$ cat config.mk
export PLATFORM = sky130hd
export DESIGN_NAME = failure_window_rate_limiter
export DESIGN_NICKNAME = d
export VERILOG_FILES = /design/src/sv/fwrl_pkg.sv /design/src/sv/fwrl_table.sv /design/src/sv/fwrl_ctrl.sv /design/src/sv/failure_window_rate_limiter.sv
export SDC_FILE = /design/constraint.sdc
export NUM_CORES = 2
export LEC_CHECK = 0
export BUFFER_PORTS_ARGS = -buffer_cell sky130_fd_sc_hd__buf_4
export CAP_MARGIN = 40
export CORE_MARGIN = 2
export CORE_UTILIZATION = 45
export DETAILED_ROUTE_END_ITERATION = 10
export SLEW_MARGIN = 20
export SYNTH_ARGS = -nofsm -noshare
export SYNTH_HDL_FRONTEND = slang
export SYNTH_HIERARCHICAL = 1
export SYNTH_SLANG_ARGS = --single-unit
$ cat constraint.sdc
create_clock -name clk -period 24 [get_ports clk]
set_input_delay 4.8 -clock clk [delete_from_list [all_inputs] [get_ports clk]]
set_output_delay 4.8 -clock clk [all_outputs]
set_load 0.005 [all_outputs]
$ cat src/sv/fwrl_pkg.sv
package fwrl_pkg;

	localparam int TableDepth = 16;
	localparam int IdxW = $clog2(TableDepth);
	localparam int CntW = $clog2(TableDepth + 1);
	localparam logic [15:0] CountMax = 16'hFFFF;

	typedef enum logic [1:0] {
		OP_CHECK   = 2'd0,
		OP_FAILURE = 2'd1,
		OP_SUCCESS = 2'd2,
		OP_NONE    = 2'd3
	} op_t;

	typedef enum logic [1:0] {
		CFG_WINDOW     = 2'd0,
		CFG_MAX_TOTAL  = 2'd1,
		CFG_MAX_CLIENT = 2'd2,
		CFG_MAX_TRACK  = 2'd3
	} cfg_idx_t;

	typedef enum logic [3:0] {
		ST_IDLE,
		ST_SCAN,
		ST_SCAN_LAST,
		ST_DECIDE,
		ST_PURGE,
		ST_PURGE_LAST,
		ST_VICTIM,
		ST_WRITE,
		ST_OUT
	} state_t;

	// one stored client record
	typedef struct packed {
		logic [63:0] key;
		logic [15:0] count;
		logic [31:0] first_time;
		logic [31:0] last_time;
	} entry_t;

	// table memory access from the controller
	typedef struct packed {
		logic            rd_en;
		logic [IdxW-1:0] rd_addr;
		logic            wr_en;
		logic [IdxW-1:0] wr_addr;
		entry_t          wr_data;
	} mem_req_t;

	// elapsed seconds since first, zero when time went back
	function automatic logic [31:0] elapsed(input logic [31:0] now, input logic [31:0] first);
		return (now >= first) ? now - first : 32'd0;
	endfunction

	function automatic logic is_stale(input logic [31:0] now, input logic [31:0] first,
		input logic [16:0] win);
		return elapsed(now, first) >= {15'd0, win};
	endfunction

	function automatic logic [16:0] retry(input logic [31:0] now, input logic [31:0] first,
		input logic [16:0] win);
		logic [31:0] e;
		logic [31:0] left;
		e = elapsed(now, first);
		left = (e < {15'd0, win}) ? {15'd0, win} - e : 32'd0;
		return (left == 32'd0) ? 17'd1 : left[16:0];
	endfunction

	function automatic logic [15:0] bump(input logic [15:0] c);
		return (c == CountMax) ? CountMax : c + 16'd1;
	endfunction

endpackage

$ cat src/sv/fwrl_table.sv
module fwrl_table (
	input  logic              clk,
	input  fwrl_pkg::mem_req_t req,
	output fwrl_pkg::entry_t  rd_data
);
	import fwrl_pkg::*;

	entry_t mem [TableDepth];

	// one write port, one registered read port
	always_ff @(posedge clk) begin
		if (req.wr_en) begin
			mem[req.wr_addr] <= req.wr_data;
		end
		if (req.rd_en) begin
			rd_data <= mem[req.rd_addr];
		end
	end

endmodule

$ cat src/sv/fwrl_ctrl.sv
module fwrl_ctrl (
	input  logic                    clk,
	input  logic                    arst_n,
	input  logic                    in_valid,
	output logic                    in_ready,
	input  logic [1:0]              op,
	input  logic [63:0]             client_key,
	input  logic [31:0]             now_seconds,
	output logic                    out_valid,
	input  logic                    out_ready,
	output logic                    blocked,
	output logic [16:0]             retry_after,
	input  logic [16:0]             win,
	input  logic [15:0]             max_total,
	input  logic [15:0]             max_client,
	input  logic [4:0]              max_track,
	output fwrl_pkg::mem_req_t      req,
	input  fwrl_pkg::entry_t        rd_data,
	output fwrl_pkg::state_t        state
);
	import fwrl_pkg::*;

	state_t state_q, state_d;
	op_t op_q;
	logic [63:0] key_q;
	logic [31:0] now_q;
	logic [TableDepth-1:0] valid_q;
	logic [15:0] gcount_q;
	logic [31:0] gfirst_q;
	logic [IdxW-1:0] ptr_q;
	logic [IdxW-1:0] rd_ptr_q;
	logic rd_pend_q;
	logic hit_q;
	logic [IdxW-1:0] slot_q;
	entry_t slot_e_q;
	logic vic_q;
	logic [IdxW-1:0] vic_idx_q;
	logic [31:0] vic_last_q;
	logic [63:0] vic_key_q;
	logic blocked_q;
	logic [16:0] retry_q;
	logic [CntW-1:0] cap;
	logic [CntW-1:0] occ;
	logic gate_ok;
	logic last_ptr;
	logic rd_live;
	logic rd_hit;
	logic rd_stale;
	logic rd_better;
	logic [IdxW-1:0] free_idx;
	logic free_any;
	logic [TableDepth-1:0] valid_d;
	logic g_stale;

	assign state = state_q;
	assign in_ready = (state_q == ST_IDLE);
	assign out_valid = (state_q == ST_OUT);
	assign blocked = blocked_q;
	assign retry_after = retry_q;
	assign last_ptr = (ptr_q == IdxW'(TableDepth - 1));

	// capacity clamp to 1..depth
	always_comb begin
		if (max_track == 5'd0) begin
			cap = CntW'(1);
		end else if ({27'd0, max_track} > TableDepth) begin
			cap = CntW'(TableDepth);
		end else begin
			cap = CntW'(max_track);
		end
	end

	// occupancy and lowest free slot
	always_comb begin
		occ = '0;
		free_any = 1'b0;
		free_idx = '0;
		for (int i = TableDepth - 1; i >= 0; i--) begin
			occ = occ + CntW'(valid_q[i]);
			if (!valid_q[i]) begin
				free_any = 1'b1;
				free_idx = IdxW'(i);
			end
		end
	end

	assign g_stale = is_stale(now_q, gfirst_q, win);
	// global gate decides a check without using the table lookup result
	assign gate_ok = (max_total != 16'd0) && (gcount_q >= max_total) && !g_stale;

	// evaluation of the word that came back from the table
	assign rd_live = valid_q[rd_ptr_q];
	assign rd_hit = rd_live && (rd_data.key == key_q);
	assign rd_stale = is_stale(now_q, rd_data.first_time, win);
	assign rd_better = !vic_q || (rd_data.last_time < vic_last_q) ||
		((rd_data.last_time == vic_last_q) && (rd_data.key < vic_key_q));

	// next state
	always_comb begin
		state_d = state_q;
		case (state_q)
			ST_IDLE: begin
				if (in_valid) begin
					state_d = ST_SCAN;
				end
			end
			ST_SCAN: begin
				if (last_ptr) begin
					state_d = ST_SCAN_LAST;
				end
			end
			ST_SCAN_LAST: state_d = ST_DECIDE;
			ST_DECIDE: begin
				if (op_q == OP_FAILURE && !hit_q && occ >= cap) begin
					state_d = ST_PURGE;
				end else if (op_q == OP_FAILURE) begin
					state_d = ST_WRITE;
				end else begin
					state_d = ST_OUT;
				end
			end
			ST_PURGE: begin
				if (last_ptr) begin
					state_d = ST_PURGE_LAST;
				end
			end
			ST_PURGE_LAST: state_d = ST_VICTIM;
			ST_VICTIM: state_d = ST_WRITE;
			ST_WRITE: state_d = ST_OUT;
			ST_OUT: begin
				if (out_ready) begin
					state_d = ST_IDLE;
				end
			end
			default: state_d = ST_IDLE;
		endcase
	end

	// memory requests
	always_comb begin
		req = '0;
		req.rd_addr = ptr_q;
		req.wr_addr = hit_q ? slot_q : free_idx;
		req.rd_en = (state_q == ST_SCAN) || (state_q == ST_PURGE);
		req.wr_data = slot_e_q;
		if (state_q == ST_WRITE && (hit_q || free_any)) begin
			req.wr_en = 1'b1;
			if (!hit_q) begin
				req.wr_data.key = key_q;
				req.wr_data.count = 16'd1;
				req.wr_data.first_time = now_q;
			end else if (is_stale(now_q, slot_e_q.first_time, win)) begin
				req.wr_data.count = 16'd1;
				req.wr_data.first_time = now_q;
			end else begin
				req.wr_data.count = bump(slot_e_q.count);
			end
			req.wr_data.last_time = now_q;
		end
	end

	// valid bit updates
	always_comb begin
		valid_d = valid_q;
		case (state_q)
			ST_SCAN_LAST, ST_PURGE_LAST, ST_SCAN, ST_PURGE: ;
			ST_DECIDE: begin
				if (hit_q && op_q == OP_SUCCESS) begin
					valid_d[slot_q] = 1'b0;
				end
				if (hit_q && op_q == OP_CHECK && !gate_ok &&
					is_stale(now_q, slot_e_q.first_time, win)) begin
					valid_d[slot_q] = 1'b0;
				end
			end
			ST_VICTIM: begin
				if (occ >= cap && vic_q) begin
					valid_d[vic_idx_q] = 1'b0;
				end
			end
			ST_WRITE: begin
				if (hit_q || free_any) begin
					valid_d[hit_q ? slot_q : free_idx] = 1'b1;
				end
			end
			default: ;
		endcase
		// purge of expired entries as they come back
		if ((state_q == ST_PURGE || state_q == ST_PURGE_LAST) && rd_pend_q && rd_live &&
			rd_stale) begin
			valid_d[rd_ptr_q] = 1'b0;
		end
	end

	always_ff @(posedge clk or negedge arst_n) begin
		if (!arst_n) begin
			state_q <= ST_IDLE;
			op_q <= OP_CHECK;
			key_q <= '0;
			now_q <= '0;
			valid_q <= '0;
			gcount_q <= '0;
			gfirst_q <= '0;
			ptr_q <= '0;
			rd_ptr_q <= '0;
			rd_pend_q <= 1'b0;
			hit_q <= 1'b0;
			slot_q <= '0;
			slot_e_q <= '0;
			vic_q <= 1'b0;
			vic_idx_q <= '0;
			vic_last_q <= '0;
			vic_key_q <= '0;
			blocked_q <= 1'b0;
			retry_q <= '0;
		end else begin
			state_q <= state_d;
			valid_q <= valid_d;
			rd_pend_q <= req.rd_en;
			rd_ptr_q <= ptr_q;
			if (req.rd_en) begin
				ptr_q <= ptr_q + IdxW'(1);
			end
			case (state_q)
				ST_IDLE: begin
					ptr_q <= '0;
					hit_q <= 1'b0;
					vic_q <= 1'b0;
					blocked_q <= 1'b0;
					retry_q <= '0;
					if (in_valid) begin
						op_q <= op_t'(op);
						key_q <= client_key;
						now_q <= now_seconds;
					end
				end
				ST_DECIDE: begin
					ptr_q <= '0;
					if (op_q == OP_CHECK) begin
						if (gate_ok) begin
							blocked_q <= 1'b1;
							retry_q <= retry(now_q, gfirst_q, win);
						end else begin
							if (max_total != 16'd0 && gcount_q >= max_total) begin
								gcount_q <= '0;
								gfirst_q <= '0;
							end
							if (hit_q && !is_stale(now_q, slot_e_q.first_time, win) &&
								slot_e_q.count >= max_client) begin
								blocked_q <= 1'b1;
								retry_q <= retry(now_q, slot_e_q.first_time, win);
							end
						end
					end else if (op_q == OP_FAILURE) begin
						if (gcount_q == 16'd0 || g_stale) begin
							gcount_q <= 16'd1;
							gfirst_q <= now_q;
						end else begin
							gcount_q <= bump(gcount_q);
						end
					end else if (op_q == OP_SUCCESS) begin
						gcount_q <= '0;
						gfirst_q <= '0;
					end
				end
				default: ;
			endcase
			// lookup pass
			if ((state_q == ST_SCAN || state_q == ST_SCAN_LAST) && rd_pend_q && rd_hit) begin
				hit_q <= 1'b1;
				slot_q <= rd_ptr_q;
				slot_e_q <= rd_data;
			end
			// purge pass also tracks the eviction candidate
			if ((state_q == ST_PURGE || state_q == ST_PURGE_LAST) && rd_pend_q && rd_live &&
				!rd_stale && rd_better) begin
				vic_q <= 1'b1;
				vic_idx_q <= rd_ptr_q;
				vic_last_q <= rd_data.last_time;
				vic_key_q <= rd_data.key;
			end
		end
	end

endmodule

$ cat src/sv/failure_window_rate_limiter.sv
// failure_window_rate_limiter
// Words enter on in (op, client_key, now_seconds) with valid/ready and one
// result word (blocked, retry_after) leaves on out for every input word.
// Registers are written through cfg (index, data); the user must do so only while
// the block is idle, which the block itself does not enforce: 0 window_seconds,
// 1 max_failures_total, 2 max_failures_per_client, 3 max_tracked_clients.
// The client table lives in a 16-entry synchronous memory read once a cycle during a pass.
// Every word makes a lookup pass over the memory; a failure from a client not in the
// table, when occupancy has reached the capacity, adds a second pass (expiry purge
// plus victim search). A check, success or unused op then goes to the result; a
// failure first writes its table entry. One word is in flight at a time.
// The result waits in the output register until taken; in_ready stays low
// meanwhile. Reset clears all valid bits, the global counter and restores
// register defaults; no clearing pass is needed.
module failure_window_rate_limiter (
	input  logic        clk,
	input  logic        arst_n,
	input  logic        in_valid,
	output logic        in_ready,
	input  logic [1:0]  op,
	input  logic [63:0] client_key,
	input  logic [31:0] now_seconds,
	output logic        out_valid,
	input  logic        out_ready,
	output logic        blocked,
	output logic [16:0] retry_after,
	input  logic        cfg_valid,
	output logic        cfg_ready,
	input  logic [1:0]  cfg_index,
	input  logic [16:0] cfg_data
);
	import fwrl_pkg::*;

	logic [16:0] win_q;
	logic [15:0] max_total_q;
	logic [15:0] max_client_q;
	logic [4:0]  max_track_q;
	mem_req_t    req;
	entry_t      rd_data;
	state_t      state;

	assign cfg_ready = 1'b1;

	// configuration registers
	always_ff @(posedge clk or negedge arst_n) begin
		if (!arst_n) begin
			win_q <= 17'd900;
			max_total_q <= 16'd0;
			max_client_q <= 16'd5;
			max_track_q <= 5'd16;
		end else if (cfg_valid) begin
			case (cfg_idx_t'(cfg_index))
				CFG_WINDOW:     win_q <= cfg_data;
				CFG_MAX_TOTAL:  max_total_q <= cfg_data[15:0];
				CFG_MAX_CLIENT: max_client_q <= cfg_data[15:0];
				CFG_MAX_TRACK:  max_track_q <= cfg_data[4:0];
				default: ;
			endcase
		end
	end

	fwrl_ctrl u_ctrl (
		.clk, .arst_n, .in_valid, .in_ready, .op, .client_key, .now_seconds,
		.out_valid, .out_ready, .blocked, .retry_after,
		.win(win_q), .max_total(max_total_q), .max_client(max_client_q),
		.max_track(max_track_q), .req, .rd_data, .state
	);

	fwrl_table u_table (.clk, .req, .rd_data);

	// input and output handshakes never both live
	a_excl: assert property (@(posedge clk) disable iff (!arst_n) !(in_ready && out_valid))
		else $error("in_ready and out_valid together");
	// result held while the receiver stalls
	a_out_hold: assert property (@(posedge clk) disable iff (!arst_n)
		out_valid && !out_ready |=> out_valid && $stable(blocked) && $stable(retry_after))
		else $error("result changed under stall");
	// no write to the table outside the write step
	a_wr: assert property (@(posedge clk) disable iff (!arst_n)
		req.wr_en |-> state == ST_WRITE)
		else $error("stray table write");
	// blocked carries a nonzero retry
	a_retry: assert property (@(posedge clk) disable iff (!arst_n)
		out_valid && blocked |-> retry_after != 17'd0)
		else $error("blocked without retry");

endmodule
Yosys cells after proc, flatten, opt, wreduce, memory -nomap -nowiden
Memories as Yosys holds them, arrays and structs flattened. A register that Yosys moved wholly into a read port is not among the register bits.
Index checks and enable logic that the tools add are counted.
W data, S select, Z words.
Word-level totals
  flip-flop bits (word level): 497
  bits in writable memories: 2304
  output and inout bits: 21
  memories: 1
Memory list
  u_table.mem: depth 16, bits a word 144, read ports 1, clocked after Yosys merged registers in 1, wr ports 1, line fwrl_table.sv:8  | entry_t mem [TableDepth];
Cells by class
  add/sub/neg operators: 23
  magnitude comparators: 22
  eq/ne operators: 27
  multiplexer cells: 101
  bitwise operators: 8
  reduce and logical (&&, ||, !) cells: 61
Operator list (count)
  $mux W32: 12
  $mux W16: 15
  $mux W144: 1
  $mux W4: 25
  $ge A32 B17 Y1: 3
  $ge A32 B32 Y1: 3
  $sub A32 B32 Y32: 3
  $mux W17: 5
  $add A5 B1 Y5: 14
  $and A16 B16 Y16: 4
  $eq A64 B64 Y1: 1
  $logic_not A32 Y1: 2
  $lt A32 B17 Y1: 2
  $lt A64 B64 Y1: 1
  $mux W64: 1
  $sub A17 B32 Y32: 2
  $mux W48: 1
  $not A16 Y16: 3
  $pmux W16 S3: 1
  $pmux W4 S9: 1
  $pmux W17 S2: 1
  $add A16 B1 Y16 const B: 2
  $eq A16 B16 Y1 const B: 2
  $eq A32 B32 Y1: 1
  other kinds (39): 136

Longest topological paths before layout
  depth in word-level cells: 26
  gate-level depth with buffers: 32
  gate-level depth less buffers: 27

Hierarchy
Netlist, hierarchy kept.
Modules (own cells, without submodules)
  fwrl_table: instances 1, cells an instance 3773, area an instance 90885.9 um^2, sequential area each 73510.5 um^2
  fwrl_ctrl: instances 1, cells an instance 3692, area an instance 33856.2 um^2, sequential area each 11085.6 um^2
  failure_window_rate_limiter: instances 1, cells an instance 117, area an instance 2059.5 um^2, sequential area each 1360.1 um^2

Worst setup path after synthesis
No wires, ideal clock.
  path type: reg2reg
  start point: register u_ctrl.state_q[1] (netlist: u_ctrl/state[1])
  end point: memory u_table/mem[0][0] (netlist bit) (enable)
  arrival time: 12.271 ns
  required time: 23.176 ns
  setup slack: 10.906 ns
  stages on the path, launching flop included: 9
  buffers on the path: 3
  clock period less this slack: 13.094 ns
  path through: dfrtp_1 -> clkbuf_1 -> nand2_1 -> or2_2 -> a21oi_1 -> clkbuf_1 -> clkbuf_1 -> or3b_2 -> nor3_1
RTL lines
  start: declaration: line fwrl_ctrl.sv:23  | state_t state_q, state_d;
  start signal: assignment: line fwrl_ctrl.sv:217  | state_q <= state_d;
  end: declaration: line fwrl_table.sv:8

Final worst setup path
  start point: register u_ctrl.now_q[0]
  end point: register u_ctrl.vic_key_q[6]
On the way
  longest elaborated chain between the ends: 6
  elaborated cells on any way between the ends: 7
Ends and longest elaborated chain
  start: declaration: line fwrl_ctrl.sv:26  | logic [31:0] now_q;
  start signal: assignment: line fwrl_ctrl.sv:234  | now_q <= now_seconds;
  $sub A32 B32 Y32 or $ge A32 B32 Y1 (tied branches): line fwrl_pkg.sv:53  | return (now >= first) ? now - first : 32'd0;
  $mux W32 *: line fwrl_pkg.sv:53
  $ge A32 B17 Y1 *: line fwrl_pkg.sv:58  | return elapsed(now, first) >= {15'd0, win};
  $logic_not A1 Y1 *: line fwrl_ctrl.sv:276  | !rd_stale && rd_better) begin
  $logic_and A1 B1 Y1 *: line fwrl_ctrl.sv:275  | if ((state_q == ST_PURGE || state_q == ST_PURGE_LAST) && rd_pend_q && rd_live &&
  $logic_and A1 B1 Y1 *: line fwrl_ctrl.sv:276
  end signal: assignment: line fwrl_ctrl.sv:280  | vic_key_q <= rd_data.key;
  end: declaration: line fwrl_ctrl.sv:39  | logic [63:0] vic_key_q;
Every way passes the cells marked *; elsewhere a longest branch is shown, timed or not.
A chain may end at the register's enable or synchronous reset.

==> metrics.csv <==
stage,metric,value,unit
timing,pin slew with the least headroom to its limit,1.09,ns
power_and_ir_drop,fraction of power consumed by sequential logic,37.5,%
cells_and_area,fin cells,11900,
clocking,Bufs on Longest Clock Path,4,
synth,synthesis warning total,6,
synth,top cells by instance count after synthesis,"edfxtp_1 (2448), mux4_2 (541), mux2_2 (526)",
global_routing,first-pass GRT wire length,517000,microns
power_and_ir_drop,combinational group share of total power,34.3,%
synth,number of unique standard cell types used by synthesis,115,
synth,synthesis-stage register bit count,2945,
power_and_ir_drop,Clock Power Share,28.1,%
critical_path,Setup CP Type,flop to flop,
cells_and_area,Synth-to-Final Area Change,13.7,%
place,number of placed instances with taps included,11300,
critical_path,delay of the slowest cell on the worst path,0.58,ns
routing,Vias/cell,6.05,
routing,mean routed wirelength per cell,30.3,microns
timing,final count of pins violating max slew,0,
global_routing,met1 Usage GRT,35.4,%
critical_path,crit-path max FO,40,
timing,crit path time final,7.53,ns
place,global placer's final weighted congestion,0.915,
power_and_ir_drop,leakage power total,54.4,nW
critical_path,Setup crit end kind,flop,
global_routing,gr usage total,25.0,%
clocking,post-CTS setup buffer count,0,
critical_path,arrival time at the worst endpoint,8.33,ns
power_and_ir_drop,switch share,35.7,%
clocking,cell chosen for the clock root,clkbuf_16,
timing,# setup viols final,0,
floorplan,area enclosed by the die boundary,0.286,sq mm
synth,"Avg Cell Area, Syn",16.7,sq um
synth,post-synthesis share of cell area spent on xor and xnor gates,0.980,%
power_and_ir_drop,Pwr Density,120,mW/mm^2
synth,area of the mapped netlist,0.127,sq mm
floorplan,core region area,0.280,sq mm
synth,"FFs w/ async S/R, synth",16.9,%
run_status,result of the run,"complete, no violations",
clocking,H-tree level count,5,
cells_and_area,share of post-route cells with drive strength above 1,24.5,%
synth,cell with the most instances after synthesis,edfxtp_1,
critical_path,"slowest stage cell, crit path",buf_4,
timing,tightest slew margin relative to the limit,27.6,%
global_routing,total congestion overflow,0,
synth,"arithmetic-cell share of the synthesized area counting full adders, half adders and majority gates",3.08,%
synth,top cells by area in the synthesized netlist,"edfxtp_1 (58%), dfrtp_1 (9.7%), mux4_2 (9.6%)",
synth,Yosys top cell area share,58.0,%
place,post-DP HPWL,222000,microns
timing,number of hold violations in the final report,0,
global_routing,pin count of the biggest net entering global routing,162,
synth,number of enable flip-flop cells after synthesis,2448,
critical_path,required time worst endpoint,24.79,ns
power_and_ir_drop,P_sw,6.17,mW
worst_hold_path,worst min path class,flop to flop,
global_routing,busiest metal layer after global routing,met2,
floorplan,die span in y,535,microns
floorplan,starting density of the core,45.3,%
synth,sequential fraction of the synthesis area,67.8,%
routing,number of detailed-route iterations in the first pass,6,
synth,Syn Nets,8007,
power_and_ir_drop,Internal Dissipation,11.1,mW
routing,aggregate routed wire length,361000,microns
clocking,clock buffers created by TritonCTS,312,
clocking,post-CTS sizing,0,
synth,Synth Area in Simple Gates,4.47,%
place,IO buf count,141,
timing,Worst Skew,0.0780,ns
synth,synthesized instance count,7582,
floorplan,io pins,143,
clocking,latest clock arrival within the worst-skew pair,0.93,ns
global_routing,global-route met3 utilization,3.11,%
global_routing,antenna violations before repair,12,
global_routing,met2 track utilization from global routing,40.5,%
power_and_ir_drop,Max IR drop VDD,0.000129,V
routing,remaining routing DRC violations,0,
global_routing,via count of the first global-routing pass,72100,
clocking,"Reg clk slew, reported paths",0.06,ns
timing,unrepaired setup endpoints after global routing,no,
clocking,number of hold buffers added after CTS,0,
synth,combinational family with the most area after synthesis,multiplexers,
synth,area fraction in compound gates after synthesis,6.63,%
run,max-capacitance violation count,0,
timing,Tcrit/Tclk final,31.4,%
routing,number of nets still failing antenna checks after routing,0,
floorplan,Die Width,535,microns
clocking,sink count of the clock tree,2945,
timing,max frequency,0.133,GHz
routing,count of routing violations after the opening detailed-route iteration,7717,
critical_path,startpoint class of the critical path,flop,
synth,Post-synth top flop,edfxtp_1,
cells_and_area,nets@finish,8350,
timing,worst hold slack across all endpoints,0.470,ns
timing,final setup TNS,0,ns
cells_and_area,fin util,51.5,%
synth,multiplexer area fraction after synthesis,14.7,%
power_and_ir_drop,final total power,17.3,mW
clocking,TritonCTS clock tree,done,
synth,cell taking the most area after synthesis,edfxtp_1,
routing,total number of vias,72100,
floorplan,FP Rows,194,
[power by group through the flow]
stage	registers (mW)	clock network, mW	logic (mW)
after floorplan	6.28	0	4.22
after global placement	6.58	0	5.81
after detailed placement	6.59	0	5.84
after CTS	6.49	4.96	5.87
after global routing	6.52	5.15	6.43
final	6.49	4.86	5.93
[stage by stage]
| step | cell area [sq um] | setup slack (ns) |
|---|---|---|
| 2_1_floorplan | 127000 | 10.91 |
| 3_3_place_gp | 132000 | 15.92 |
| 3_5_place_dp | 133000 | 16.04 |
| 4_1_cts | 144000 | 16.03 |
| 5_1_grt | 144000 | 16.01 |
| 6_report | 144000 | 16.47 |
[layer usage]
layer / routed length (microns) / up-vias
li1: - / 30700
met1: 153000 / 38300
met2: 173000 / 2610
met3: 23600 / 517
met4: 10900 / 2
met5: 20 / -
[path summary, 6_finish.rpt]
path                                          startpoint                               end  slack, ns  cells past startpoint
min                        u_table/rd_data[64]$_DFFE_PP_   u_ctrl/slot_e_q[64]$_DFFE_PN0P_       0.47                      2
min reg2reg                u_table/rd_data[64]$_DFFE_PP_   u_ctrl/slot_e_q[64]$_DFFE_PN0P_       0.47                      2
min in group asynchronous                         arst_n       max_total_q[13]$_DFFE_PN0P_       3.91                      1
max in group asynchronous                         arst_n  u_ctrl/slot_e_q[138]$_DFFE_PN0P_      17.83                      4
max                          u_ctrl/now_q[0]$_DFFE_PN0P_   u_ctrl/vic_key_q[6]$_DFFE_PN0P_      16.47                     30
max reg2reg                  u_ctrl/now_q[0]$_DFFE_PN0P_   u_ctrl/vic_key_q[6]$_DFFE_PN0P_      16.47                     30
[layout make-up]
type	count	area [sq um]
Fill cell	22700	136000
Sequential cell	2945	86000
Multi-Input combinational cell	3956	38100
Clock buffer	414	8440
Tap cell	3724	4660
Timing Repair Buffer	377	3780
Clock inverter	160	1880
Inverter	333	1250
Antenna cell	6	15.0
[registers in the layout (all words and copies together) (netlist names), 17 cells and up]
signal              count
u_ctrl/vic_key_q       64
u_ctrl/now_q           32
u_table/mem          2304
u_table/rd_data       144
u_ctrl/key_q           64
win_q                  17
u_ctrl/slot_e_q       144
u_ctrl/vic_last_q      32
u_ctrl/retry_after     17
u_ctrl/gfirst_q        32
[worst max-delay path: cells and delay by family, from the launching register on]
kind	cells	cell delay (ns)
AND/OR/NAND/NOR	7	1.42
AO/OA/AOI/OAI	13	2.90
multiplexers	1	0.41
adder cells (fa/ha/maj)	3	0.68
flip-flops	1	0.44
buffers and inverters	6	1.56
[layout by cell type (no fill, tap or decap), drive strengths merged, types with 27 or more instances in the layout]
| master | synthesis | layout |
|---|---|---|
| and3 | 43 | 43 |
| nor3 | 55 | 55 |
| nand4 | 68 | 68 |
| mux2i | 53 | 53 |
| o221ai | 31 | 31 |
| clkbuf | 175 | 418 |
| a211oi | 27 | 27 |
| clkinv | 0 | 107 |
| nor2b | 79 | 79 |
| a21oi | 250 | 250 |
| nor2 | 169 | 169 |
| buf | 173 | 373 |
| mux4 | 541 | 541 |
| mux2 | 527 | 527 |
| edfxtp | 2448 | 2448 |
| and2 | 33 | 33 |
| nand2 | 432 | 432 |
| a22oi | 248 | 248 |
| a21o | 100 | 100 |
| ha | 288 | 288 |
| bufinv | 0 | 31 |
| nand2b | 58 | 58 |
| a31oi | 41 | 41 |
| o21a | 35 | 35 |
| nor4 | 42 | 42 |
| o21ai | 288 | 288 |
| nand3 | 89 | 89 |
| dfrtp | 490 | 490 |
| a221oi | 27 | 27 |
| xor2 | 84 | 84 |
| inv | 333 | 347 |
| xnor2 | 57 | 57 |
[kinds of logic after synthesis]
logic type,count (synthesis)
other cells,1
fa+ha+maj,303
buf+inv,681
mux,1121
compound gates,1250
simple gates,1140
xor+xnor,141
flops,2945
(Power assumes the default switching activity.)
